[src/rtl/dbus_hsp_pkg.sv]
// Types and constants shared by the header stream parser modules.
package dbus_hsp_pkg;

  typedef enum logic [3:0] {
    PH_FIXED   = 4'd0,
    PH_GAP     = 4'd1,
    PH_SIGLEN  = 4'd2,
    PH_SIGCHR  = 4'd3,
    PH_SIGTERM = 4'd4,
    PH_WORD    = 4'd5,
    PH_STRCHR  = 4'd6,
    PH_STRTERM = 4'd7,
    PH_GLEN    = 4'd8,
    PH_GCHR    = 4'd9,
    PH_GTERM   = 4'd10,
    PH_PAD     = 4'd11,
    PH_BODY    = 4'd12,
    PH_HALT    = 4'd13
  } phase_t;

  localparam logic [2:0] EV_FIXED  = 3'd0;
  localparam logic [2:0] EV_STRING = 3'd1;
  localparam logic [2:0] EV_SIG    = 3'd2;
  localparam logic [2:0] EV_UINT   = 3'd3;
  localparam logic [2:0] EV_DONE   = 3'd4;
  localparam logic [2:0] EV_BODY   = 3'd5;
  localparam logic [2:0] EV_ERROR  = 3'd6;

  localparam logic [31:0] ERR_VERSION  = 32'd0;
  localparam logic [31:0] ERR_TERM     = 32'd1;
  localparam logic [31:0] ERR_SIG      = 32'd2;
  localparam logic [31:0] ERR_CROSS    = 32'd3;
  localparam logic [31:0] ERR_OVERSIZE = 32'd4;

  localparam logic [7:0] CHAR_BIG = 8'h42;
  localparam logic [7:0] CHAR_S   = 8'h73;
  localparam logic [7:0] CHAR_O   = 8'h6f;
  localparam logic [7:0] CHAR_U   = 8'h75;
  localparam logic [7:0] CHAR_G   = 8'h67;
  localparam logic [7:0] PROTO_VERSION = 8'd1;

  localparam int QUEUE_DEPTH = 4;
  localparam int QPTR_W = 2;
  localparam int TDATA_W = 160;

  typedef struct packed {
    logic [7:0]  mtype;
    logic [7:0]  mflags;
    logic        big;
    logic [31:0] body;
    logic [31:0] serial;
    logic [31:0] flen;
    logic [7:0]  field;
  } hdr_t;

  typedef struct packed {
    logic [2:0]  ev;
    logic [31:0] val;
    logic        last;
    logic        two;
    hdr_t        hdr;
  } job_t;

endpackage

[src/rtl/dbus_header_stream_parser_top.sv]
// Top level of the streaming D-Bus message header parser.
//
//   Channel  Direction  tdata / tuser / tlast
//   in_      input      byte / start of message / -
//   out_     output     header values and event value / event kind / last byte
//
// The front end classifies each accepted input byte; up to four classified entries wait in
// the queue. An entry carrying two events is sent as two words, the second an EV_DONE word.
// Reset is synchronous and active low and returns the parser to the fixed header.
// Either side may stall without affecting the other until the queue fills.
module dbus_header_stream_parser_top
  import dbus_hsp_pkg::*;
(
  input  logic               clk,
  input  logic               rst_n,
  input  logic               in_tvalid,
  output logic               in_tready,
  input  logic [7:0]         in_tdata,  // data_byte [7:0]
  input  logic               in_tuser,  // start_of_message [0]
  output logic               out_tvalid,
  input  logic               out_tready,
  // msg_type [7:0], msg_flags [15:8], big_endian [16], body_length [48:17],
  // serial_number [80:49], fields_length [112:81], field_code [120:113],
  // value [152:121], zero fill [159:153]
  output logic [TDATA_W-1:0] out_tdata,
  output logic [2:0]         out_tuser,  // event_res [2:0]
  output logic               out_tlast
);

  logic acc, job_valid, pop, empty, full;
  job_t job, head;

  assign in_tready = !full;
  assign acc = in_tvalid && in_tready;

  dbus_hsp_front u_front (
    .clk(clk), .rst_n(rst_n), .acc(acc), .b(in_tdata), .som(in_tuser),
    .job_valid(job_valid), .job(job)
  );

  dbus_hsp_queue u_queue (
    .clk(clk), .rst_n(rst_n), .push(job_valid), .push_job(job), .pop(pop),
    .head(head), .empty(empty), .full(full)
  );

  dbus_hsp_back u_back (
    .clk(clk), .rst_n(rst_n), .head(head), .empty(empty), .pop(pop),
    .out_tvalid(out_tvalid), .out_tready(out_tready), .out_tdata(out_tdata),
    .out_tuser(out_tuser), .out_tlast(out_tlast)
  );

endmodule

[src/rtl/dbus_hsp_front.sv]
// Front end: parses incoming bytes and classifies the events each byte causes.
module dbus_hsp_front
  import dbus_hsp_pkg::*;
(
  input  logic       clk,
  input  logic       rst_n,
  input  logic       acc,
  input  logic [7:0] b,
  input  logic       som,
  output logic       job_valid,
  output job_t       job
);

  phase_t      phase_r, phase_nxt, cur_ph, sw_ph;
  logic [31:0] pos_r, pos_nxt, pos;
  logic        big_r, big_nxt;
  logic [31:0] word_r, word_nxt, word_add;
  logic [1:0]  wcnt_r, wcnt_nxt;
  logic [7:0]  field_r, field_nxt;
  logic [31:0] rem_r, rem_nxt;
  logic [31:0] hend_r, hend_nxt;
  logic [31:0] body_r, body_nxt;
  logic [7:0]  mtype_r, mtype_nxt, mflags_r, mflags_nxt;
  logic [31:0] serial_r, serial_nxt, flen_r, flen_nxt;
  logic [7:0]  sigchar_r, sigchar_nxt, siglen_r, siglen_nxt;
  logic        islen_r, islen_nxt;
  logic        word_done, word_skip, hit_end, sig_suo, sig_g, in_fields;
  logic        sw_err, end_err, end_ok, size_err;
  logic [31:0] sw_code;
  logic [32:0] hl;
  logic [32:0] r8;
  logic [33:0] total;

  assign cur_ph = som ? PH_FIXED : phase_r;
  assign pos = som ? 32'd0 : pos_r;
  assign word_done = (wcnt_r == 2'd3);
  assign word_skip = (wcnt_r == 2'd0) && (pos[1:0] != 2'd0);
  assign hit_end = (({1'b0, pos} + 33'd1) == {1'b0, hend_r});
  assign sig_suo = (siglen_r == 8'd1) &&
                   (sigchar_r == CHAR_S || sigchar_r == CHAR_O || sigchar_r == CHAR_U);
  assign sig_g = (siglen_r == 8'd1) && (sigchar_r == CHAR_G);
  assign in_fields = (cur_ph != PH_FIXED) && (cur_ph != PH_PAD) &&
                     (cur_ph != PH_BODY) && (cur_ph != PH_HALT);
  assign hl = {1'b0, word_add} + 33'd16;
  assign r8 = {({1'b0, word_add[31:3]} + {29'd0, (word_add[2:0] != 3'd0)}), 3'b000};
  assign total = {1'b0, r8} + {2'b00, body_r} + 34'd16;
  assign size_err = (total[33:32] != 2'b00);

  always_comb begin
    case (wcnt_r)
      2'd0: word_add = word_r | {24'd0, b};
      2'd1: word_add = word_r | {16'd0, b, 8'd0};
      2'd2: word_add = word_r | {8'd0, b, 16'd0};
      default: word_add = word_r | {b, 24'd0};
    endcase
    if (big_r) begin
      word_add = {word_r[23:0], b};
    end
  end

  // Phase after the per-field step, before the header end check.
  always_comb begin
    sw_ph = cur_ph;
    sw_err = 1'b0;
    sw_code = ERR_TERM;
    case (cur_ph)
      PH_GAP: if (pos[2:0] == 3'd0) sw_ph = PH_SIGLEN;
      PH_SIGLEN: sw_ph = (b != 8'd0) ? PH_SIGCHR : PH_SIGTERM;
      PH_SIGCHR: if (rem_r == 32'd1) sw_ph = PH_SIGTERM;
      PH_SIGTERM: begin
        if (b != 8'd0) begin
          sw_err = 1'b1;
        end else if (sig_suo) begin
          sw_ph = PH_WORD;
        end else if (sig_g) begin
          sw_ph = PH_GLEN;
        end else begin
          sw_err = 1'b1;
          sw_code = ERR_SIG;
        end
      end
      PH_WORD: begin
        if (!word_skip && word_done) begin
          if (islen_r) sw_ph = (word_add != 32'd0) ? PH_STRCHR : PH_STRTERM;
          else sw_ph = PH_GAP;
        end
      end
      PH_STRCHR: if (rem_r == 32'd1) sw_ph = PH_STRTERM;
      PH_GCHR: if (rem_r == 32'd1) sw_ph = PH_GTERM;
      PH_GLEN: sw_ph = (b != 8'd0) ? PH_GCHR : PH_GTERM;
      PH_STRTERM, PH_GTERM: begin
        if (b != 8'd0) sw_err = 1'b1;
        else sw_ph = PH_GAP;
      end
      default: sw_ph = cur_ph;
    endcase
  end

  assign end_err = in_fields && !sw_err && hit_end && (sw_ph != PH_GAP);
  assign end_ok = in_fields && !sw_err && hit_end && (sw_ph == PH_GAP);

  always_comb begin
    phase_nxt = phase_r; pos_nxt = pos_r; big_nxt = big_r; word_nxt = word_r;
    wcnt_nxt = wcnt_r; field_nxt = field_r; rem_nxt = rem_r; hend_nxt = hend_r;
    body_nxt = body_r; mtype_nxt = mtype_r; mflags_nxt = mflags_r;
    serial_nxt = serial_r; flen_nxt = flen_r; sigchar_nxt = sigchar_r;
    siglen_nxt = siglen_r; islen_nxt = islen_r;
    if (acc) begin
      phase_nxt = cur_ph;
      pos_nxt = pos + 32'd1;
      case (cur_ph)
        PH_HALT: pos_nxt = pos_r;
        PH_FIXED: begin
          if (pos == 32'd0) begin
            big_nxt = (b == CHAR_BIG); word_nxt = '0; wcnt_nxt = '0; field_nxt = '0;
            rem_nxt = '0; hend_nxt = '0; body_nxt = '0; mtype_nxt = '0;
            mflags_nxt = '0; serial_nxt = '0; flen_nxt = '0; sigchar_nxt = '0;
            siglen_nxt = '0; islen_nxt = 1'b0;
          end else if (pos == 32'd1) begin
            mtype_nxt = b;
          end else if (pos == 32'd2) begin
            mflags_nxt = b;
          end else if (pos == 32'd3) begin
            if (b != PROTO_VERSION) phase_nxt = PH_HALT;
          end else begin
            word_nxt = word_add;
            wcnt_nxt = wcnt_r + 2'd1;
            if (word_done) begin
              word_nxt = '0;
              if (pos == 32'd7) begin
                body_nxt = word_add;
              end else if (pos == 32'd11) begin
                serial_nxt = word_add;
              end else begin
                flen_nxt = word_add;
                if (size_err) begin
                  phase_nxt = PH_HALT;
                end else begin
                  hend_nxt = hl[31:0];
                  if (word_add != 32'd0) begin
                    phase_nxt = PH_GAP;
                  end else if (body_r != 32'd0) begin
                    phase_nxt = PH_BODY;
                    rem_nxt = body_r;
                  end else begin
                    phase_nxt = PH_FIXED;
                    pos_nxt = '0;
                  end
                end
              end
            end
          end
        end
        PH_PAD: begin
          if (pos[2:0] != 3'd7) begin
            phase_nxt = PH_PAD;
          end else if (body_r != 32'd0) begin
            phase_nxt = PH_BODY;
            rem_nxt = body_r;
          end else begin
            phase_nxt = PH_FIXED;
            pos_nxt = '0;
          end
        end
        PH_BODY: begin
          rem_nxt = rem_r - 32'd1;
          if (rem_r == 32'd1) begin
            phase_nxt = PH_FIXED;
            pos_nxt = '0;
          end
        end
        default: begin
          case (cur_ph)
            PH_GAP: if (pos[2:0] == 3'd0) field_nxt = b;
            PH_SIGLEN: begin
              siglen_nxt = b; sigchar_nxt = '0; rem_nxt = {24'd0, b};
            end
            PH_SIGCHR: begin
              if (rem_r == {24'd0, siglen_r}) sigchar_nxt = b;
              rem_nxt = rem_r - 32'd1;
            end
            PH_SIGTERM: begin
              if (sig_suo) begin
                islen_nxt = (sigchar_r != CHAR_U); word_nxt = '0; wcnt_nxt = '0;
              end
            end
            PH_WORD: begin
              if (!word_skip) begin
                word_nxt = word_add;
                wcnt_nxt = wcnt_r + 2'd1;
                if (word_done) begin
                  word_nxt = '0;
                  if (islen_r) rem_nxt = word_add;
                end
              end
            end
            PH_STRCHR, PH_GCHR: rem_nxt = rem_r - 32'd1;
            PH_GLEN: rem_nxt = {24'd0, b};
            default: rem_nxt = rem_nxt;
          endcase
          if (sw_err || end_err) begin
            phase_nxt = PH_HALT;
          end else if (end_ok) begin
            if (hend_r[2:0] != 3'd0) begin
              phase_nxt = PH_PAD;
            end else if (body_r != 32'd0) begin
              phase_nxt = PH_BODY;
              rem_nxt = body_r;
            end else begin
              phase_nxt = PH_FIXED;
              pos_nxt = '0;
            end
          end else begin
            phase_nxt = sw_ph;
          end
        end
      endcase
    end
  end

  always_comb begin
    job_valid = 1'b0;
    job.ev = EV_FIXED;
    job.val = '0;
    job.last = 1'b0;
    job.two = 1'b0;
    job.hdr = '{mtype: mtype_nxt, mflags: mflags_nxt, big: big_nxt, body: body_nxt,
                serial: serial_nxt, flen: flen_nxt, field: field_nxt};
    if (acc) begin
      case (cur_ph)
        PH_FIXED: begin
          if (pos == 32'd3 && b != PROTO_VERSION) begin
            job_valid = 1'b1; job.ev = EV_ERROR; job.val = ERR_VERSION;
          end else if (pos > 32'd3 && word_done && pos != 32'd7 && pos != 32'd11) begin
            job_valid = 1'b1;
            if (size_err) begin
              job.ev = EV_ERROR; job.val = ERR_OVERSIZE;
            end else begin
              job.two = (word_add == 32'd0);
            end
          end
        end
        PH_BODY: begin
          job_valid = 1'b1; job.ev = EV_BODY; job.val = {24'd0, b};
          job.last = (rem_r == 32'd1);
        end
        PH_HALT, PH_PAD: job_valid = 1'b0;
        default: begin
          if (sw_err) begin
            job_valid = 1'b1; job.ev = EV_ERROR; job.val = sw_code;
          end else if (end_err) begin
            job_valid = 1'b1; job.ev = EV_ERROR; job.val = ERR_CROSS;
          end else begin
            if (cur_ph == PH_WORD && !word_skip && word_done && !islen_r) begin
              job_valid = 1'b1; job.ev = EV_UINT; job.val = word_add;
            end else if (cur_ph == PH_STRCHR || cur_ph == PH_GCHR) begin
              job_valid = 1'b1;
              job.ev = (cur_ph == PH_STRCHR) ? EV_STRING : EV_SIG;
              job.val = {24'd0, b}; job.last = (rem_r == 32'd1);
            end
            if (end_ok) begin
              if (job_valid) begin
                job.two = 1'b1;
              end else begin
                job_valid = 1'b1; job.ev = EV_DONE;
              end
            end
          end
        end
      endcase
    end
  end

  always_ff @(posedge clk) begin
    if (!rst_n) begin
      phase_r <= PH_FIXED; pos_r <= '0; big_r <= 1'b0; word_r <= '0; wcnt_r <= '0;
      field_r <= '0; rem_r <= '0; hend_r <= '0; body_r <= '0; mtype_r <= '0;
      mflags_r <= '0; serial_r <= '0; flen_r <= '0; sigchar_r <= '0;
      siglen_r <= '0; islen_r <= 1'b0;
    end else begin
      phase_r <= phase_nxt; pos_r <= pos_nxt; big_r <= big_nxt; word_r <= word_nxt;
      wcnt_r <= wcnt_nxt; field_r <= field_nxt; rem_r <= rem_nxt; hend_r <= hend_nxt;
      body_r <= body_nxt; mtype_r <= mtype_nxt; mflags_r <= mflags_nxt;
      serial_r <= serial_nxt; flen_r <= flen_nxt; sigchar_r <= sigchar_nxt;
      siglen_r <= siglen_nxt; islen_r <= islen_nxt;
    end
  end

endmodule

[src/rtl/dbus_hsp_queue.sv]
// Short queue of classified event words between the front and back ends.
module dbus_hsp_queue
  import dbus_hsp_pkg::*;
(
  input  logic clk,
  input  logic rst_n,
  input  logic push,
  input  job_t push_job,
  input  logic pop,
  output job_t head,
  output logic empty,
  output logic full
);

  job_t              mem_r [QUEUE_DEPTH];
  logic [QPTR_W-1:0] wptr_r, rptr_r;
  logic [QPTR_W:0]   cnt_r;

  assign head = mem_r[rptr_r];
  assign empty = (cnt_r == '0);
  assign full = (cnt_r == (QPTR_W + 1)'(QUEUE_DEPTH));

  always_ff @(posedge clk) begin
    if (push) begin
      mem_r[wptr_r] <= push_job;
    end
  end

  always_ff @(posedge clk) begin
    if (!rst_n) begin
      wptr_r <= '0;
      rptr_r <= '0;
      cnt_r <= '0;
    end else begin
      if (push) wptr_r <= wptr_r + 1'b1;
      if (pop) rptr_r <= rptr_r + 1'b1;
      cnt_r <= cnt_r + (QPTR_W + 1)'(push) - (QPTR_W + 1)'(pop);
    end
  end

endmodule

[src/rtl/dbus_hsp_back.sv]
// Back end: sends each queued entry as one or two result words.
module dbus_hsp_back
  import dbus_hsp_pkg::*;
(
  input  logic               clk,
  input  logic               rst_n,
  input  job_t               head,
  input  logic               empty,
  output logic               pop,
  output logic               out_tvalid,
  input  logic               out_tready,
  output logic [TDATA_W-1:0] out_tdata,
  output logic [2:0]         out_tuser,
  output logic               out_tlast
);

  logic        sub_r, sub_nxt;
  logic        fire;
  logic [31:0] val;

  assign out_tvalid = !empty;
  assign fire = out_tvalid && out_tready;
  assign pop = fire && (sub_r || !head.two);
  assign out_tuser = sub_r ? EV_DONE : head.ev;
  assign val = sub_r ? 32'd0 : head.val;
  assign out_tlast = sub_r ? 1'b0 : head.last;
  assign out_tdata = {7'd0, val, head.hdr.field, head.hdr.flen, head.hdr.serial,
                      head.hdr.body, head.hdr.big, head.hdr.mflags, head.hdr.mtype};

  always_comb begin
    sub_nxt = sub_r;
    if (fire) begin
      sub_nxt = head.two && !sub_r;
    end
  end

  always_ff @(posedge clk) begin
    if (!rst_n) begin
      sub_r <= 1'b0;
    end else begin
      sub_r <= sub_nxt;
    end
  end

endmodule

[config.mk]
export PLATFORM = sky130hd
export DESIGN_NAME = dbus_header_stream_parser_top
export DESIGN_NICKNAME = d
export VERILOG_FILES = /design/src/rtl/dbus_hsp_pkg.sv /design/src/rtl/dbus_header_stream_parser_top.sv /design/src/rtl/dbus_hsp_front.sv /design/src/rtl/dbus_hsp_queue.sv /design/src/rtl/dbus_hsp_back.sv
export SDC_FILE = /design/constraint.sdc
export NUM_CORES = 2
export LEC_CHECK = 0
export BUFFER_PORTS_ARGS = -buffer_cell sky130_fd_sc_hd__buf_4
export CORE_MARGIN = 4
export CORE_UTILIZATION = 40
export CTS_CLUSTER_DIAMETER = 50
export DETAILED_ROUTE_END_ITERATION = 8
export GPL_TIMING_DRIVEN = 0
export PLACE_DENSITY = 0.56
export SYNTH_ARGS = -nofsm -noshare
export SYNTH_HDL_FRONTEND = slang
export SYNTH_SLANG_ARGS = --single-unit
[constraint.sdc]
create_clock -name clk -period 10.9 [get_ports clk]
set_clock_uncertainty 0.1 [all_clocks]
set_input_delay 0.545 -clock clk [delete_from_list [all_inputs] [get_ports clk]]
set_output_delay 0.545 -clock clk [all_outputs]
set_load 0.01 [all_outputs]
==> results.sh <==
export IMPL_internal_power_mw=6.45
export IMPL_ant_nets=0
export IMPL_clk_path_buf_depth=3
export IMPL_worstRegToRegCells=28
export IMPL_die_h_um=336
export IMPL_maxCapViolations=2
export IMPL_grt_max_degree=55
export IMPL_status="finished, violations left"
export IMPL_cts_tree="built"
export IMPL_cts_made_buffers=105
export IMPL_critPathSlowestCell="o21ai_0"
export IMPL_dieWidth_um=336
export IMPL_setup_violations_final=0
export IMPL_critical_path_required_ns=11.36
export IMPL_synth_edff_count=632
export IMPL_clkSinkCount=914
export IMPL_post_route_period_util_pct=99.6
export IMPL_wl_per_cell_um=28.3
export IMPL_power_density_mw_per_mm2=180
export IMPL_holdPathStages=3
export IMPL_ir_drop_uv=130
export IMPL_arrival_ns=11.31
export IMPL_crit_fanout=10
export IMPL_swShare_pct=28.3
export IMPL_gp_congestion=0.976
export IMPL_grt_pass1_wl_mm=218
export IMPL_clock_latency_ns=0.69
export IMPL_r2r_start="u_front.wcnt_r[0]"
export IMPL_p_leak_nw=17.0
export IMPL_synthTopCellsByArea="edfxtp_1 44%, dfxtp_1 13%, mux4_2 8.2%"
export IMPL_cts_reportedPaths_clkPinSlew_ns=0.07
export IMPL_root_buffer="clkbuf_16"
export IMPL_fin_cells=5343
export IMPL_ys_flop_type="edfxtp_1"
export IMPL_switching_power_mw=2.55
export IMPL_min_delay_start="out_tready"
export IMPL_hold_violations=0
export IMPL_synthCells=3545
export IMPL_dp_hpwl_mm=108
export IMPL_max_freq_mhz=92.1
export IMPL_combPwrFrac_pct=18.9
export IMPL_finalCriticalPeriod_ns=10.85
export IMPL_overflow=0
export IMPL_core_area_mm2=0.107
export IMPL_io_pins=179
export IMPL_yosysMostFrequentCell="edfxtp_1"
export IMPL_rsz0062_at_grt="no"
export IMPL_die_area_mm2=0.113
export IMPL_clkPwrFrac_pct=38.6
export IMPL_initial_core_util_pct=40.3
export IMPL_place_inst=5141
export IMPL_relSlewSlack_pct=-5.04
export IMPL_synth_top_cell_by_area="edfxtp_1"
export IMPL_htree_levels=3
export IMPL_post_cts_buffers=0
export IMPL_yosys_warnings=0
export IMPL_slowest_delay_ns=1.14
export IMPL_synthDistinctLibCells=100
export IMPL_drc=0
export IMPL_worstSetupStartpointType="register"
export IMPL_vias_per_cell=6.07
export IMPL_async_flop_share_pct=0
export IMPL_nets=3937
export IMPL_drt_iter0_markers=3895
export IMPL_r2r_setup_slack_ns=0.05
export IMPL_whs_endpoint="u_back.sub_r"
export IMPL_yosysSeqAreaShare_pct=57.1
export IMPL_pwr_share_seq_pct=42.5
export IMPL_r2r_end="u_front.pos_r[6]"
export IMPL_syn_area_per_cell_um2=12.2
export IMPL_io_buffers=170
export IMPL_drv_slew=20
export IMPL_drive_above_1_share_pct=15.5
export IMPL_dr_pass1_iters=9
export IMPL_grtUsageTotal_pct=26.2
export IMPL_syn_area_mm2=0.0432
export IMPL_ys_top_cells_by_count="632 x edfxtp_1, 282 x dfxtp_1, 255 x nand2_1"
export IMPL_ys_ff_latch=914
export IMPL_violations="max-capacitance violations, max-slew violations"
export IMPL_timing_hold_ws_ns=0.0957
export IMPL_hold_class="in -> reg"
export IMPL_grt_pass1_vias=31103
export IMPL_worstSetupEndpointType="register"
export IMPL_p_total_mw=9.01
export IMPL_critPathKind="reg -> reg"
export IMPL_synth_top_area_share_pct=44.0
export IMPL_syn_to_final_growth_pct=16.2
export IMPL_antenna_found_initial=9
export IMPL_dr_total_vias=32406
export IMPL_worst_pin_slew_ns=1.57
export IMPL_finalWirelength_mm=151
export IMPL_fp_row_count=120
## logic make-up (layout without fill, tap and decap cells)
kind of cell	count (synthesis)	after routing	share of synthesized area (%)
and+or+nand+nor	1144	1144	14.2
DFF	914	914	57.1
AOI/OAI and AO/OA	796	796	12.5
buffers and inverters	332	717	3.06
muxes	177	177	8.72
xor gates and xnor gates	102	102	2.07
adders and majority gates	79	79	2.31
other	1	11	0.00869
## cells in the final DEF (no fill, tap or decap), types with 111 or more instances in the layout
master    count
and2_1      182
nor2_1      194
dfxtp_1     282
o21ai_0     204
mux4_2      158
clkbuf_1    231
buf_4       178
nand2_1     255
a21oi_1     111
edfxtp_1    632
## final cells by class
| class | instances | area [um2] |
|---|---|---|
| repair buffers | 187 | 1690 |
| clock inverters | 53 | 503 |
| well taps | 1403 | 1760 |
| clock buffers | 145 | 2930 |
| inverters | 59 | 221 |
| multi-input cells | 2305 | 17300 |
| flip-flops and latches | 914 | 24600 |
| plain buffers | 273 | 1100 |
| fillers | 9693 | 56900 |
| diodes | 4 | 10.0 |
## power by group through the flow
stage          Clock, mW  Sequential (mW)  Combinational (mW)
6_report            3.48             3.83                1.70
5_1_grt             3.69             3.84                1.81
4_1_cts             3.53             3.83                1.70
3_5_place_dp           0             3.90                1.69
3_3_place_gp           0             3.92                1.67
2_1_floorplan          0             3.89               0.983
## routing by layer
| metal | GRT usage (%) | routed length, um | vias up |
|---|---|---|---|
| li1 | - | - | 14261 |
| met1 | 35.7 | 62600 | 16115 |
| met2 | 40.7 | 67900 | 1659 |
| met3 | 4.88 | 12900 | 371 |
| met4 | 12.1 | 7790 | 0 |
| met5 | 0 | 0 | - |
## per-stage QoR
| stage | setup TNS, ns | worst slack [ns] | instance area, um2 | utilization, % |
|---|---|---|---|---|
| after floorplan | 0 | 2.28 | 43200 | - |
| after detailed placement | -8.62 | -0.242 | 46700 | 43.6 |
| after CTS | 0 | 0.117 | 50100 | 46.8 |
| after global routing | 0 | 0.0181 | 50100 | 46.8 |
| after global placement | -1952.88 | -3.20 | 46200 | 43.2 |
| final | 0 | 0.0458 | 50200 | 46.8 |
## registers in the layout (all words and copies together) (netlist names), 3 cells and up, named ones only
register and count:
u_front.pos_r 32, u_front.mflags_r 8, u_front.mtype_r 8, u_front.phase_r 4
u_front.siglen_r 8, u_front.serial_r 32, u_front.word_r 32, u_front.sigchar_r 8
u_front.rem_r 32, u_queue.mem_r 632, u_front.flen_r 32, u_queue.cnt_r 3
u_front.body_r 32, u_front.field_r 8, u_front.hend_r 32
## repair_timing
action                                  CTS  global route
endpoints found under the setup margin   61            66
resized for setup                         1             2
hold buffers                              0             0
cloned                                    0             0
## worst max-delay path by stage
stage	slack, ns	depth (start not counted)	to	startpoint
after floorplan	2.28	17	u_queue.mem_r[0][0]	in_tuser
after global placement	-3.20	18	u_queue.mem_r[0][99]	in_tuser
after detailed placement	-0.24	31	u_front.pos_r[18]	u_front.wcnt_r[0]
after global routing	0.02	31	u_front.pos_r[30]	u_front.wcnt_r[0]
final	0.05	28	u_front.pos_r[6]	u_front.wcnt_r[0]
after CTS	0.12	31	u_front.pos_r[6]	u_front.wcnt_r[0]
## critical path, delay by kind of cell, from the launching register on
family	cells	cell delay [ns]
buf+inv	5	2.06
flops	1	0.45
xor+xnor	1	0.18
simple gates	9	3.40
compound gates	10	3.56
fa+ha+maj	3	0.96
(Power assumes the default switching activity.)
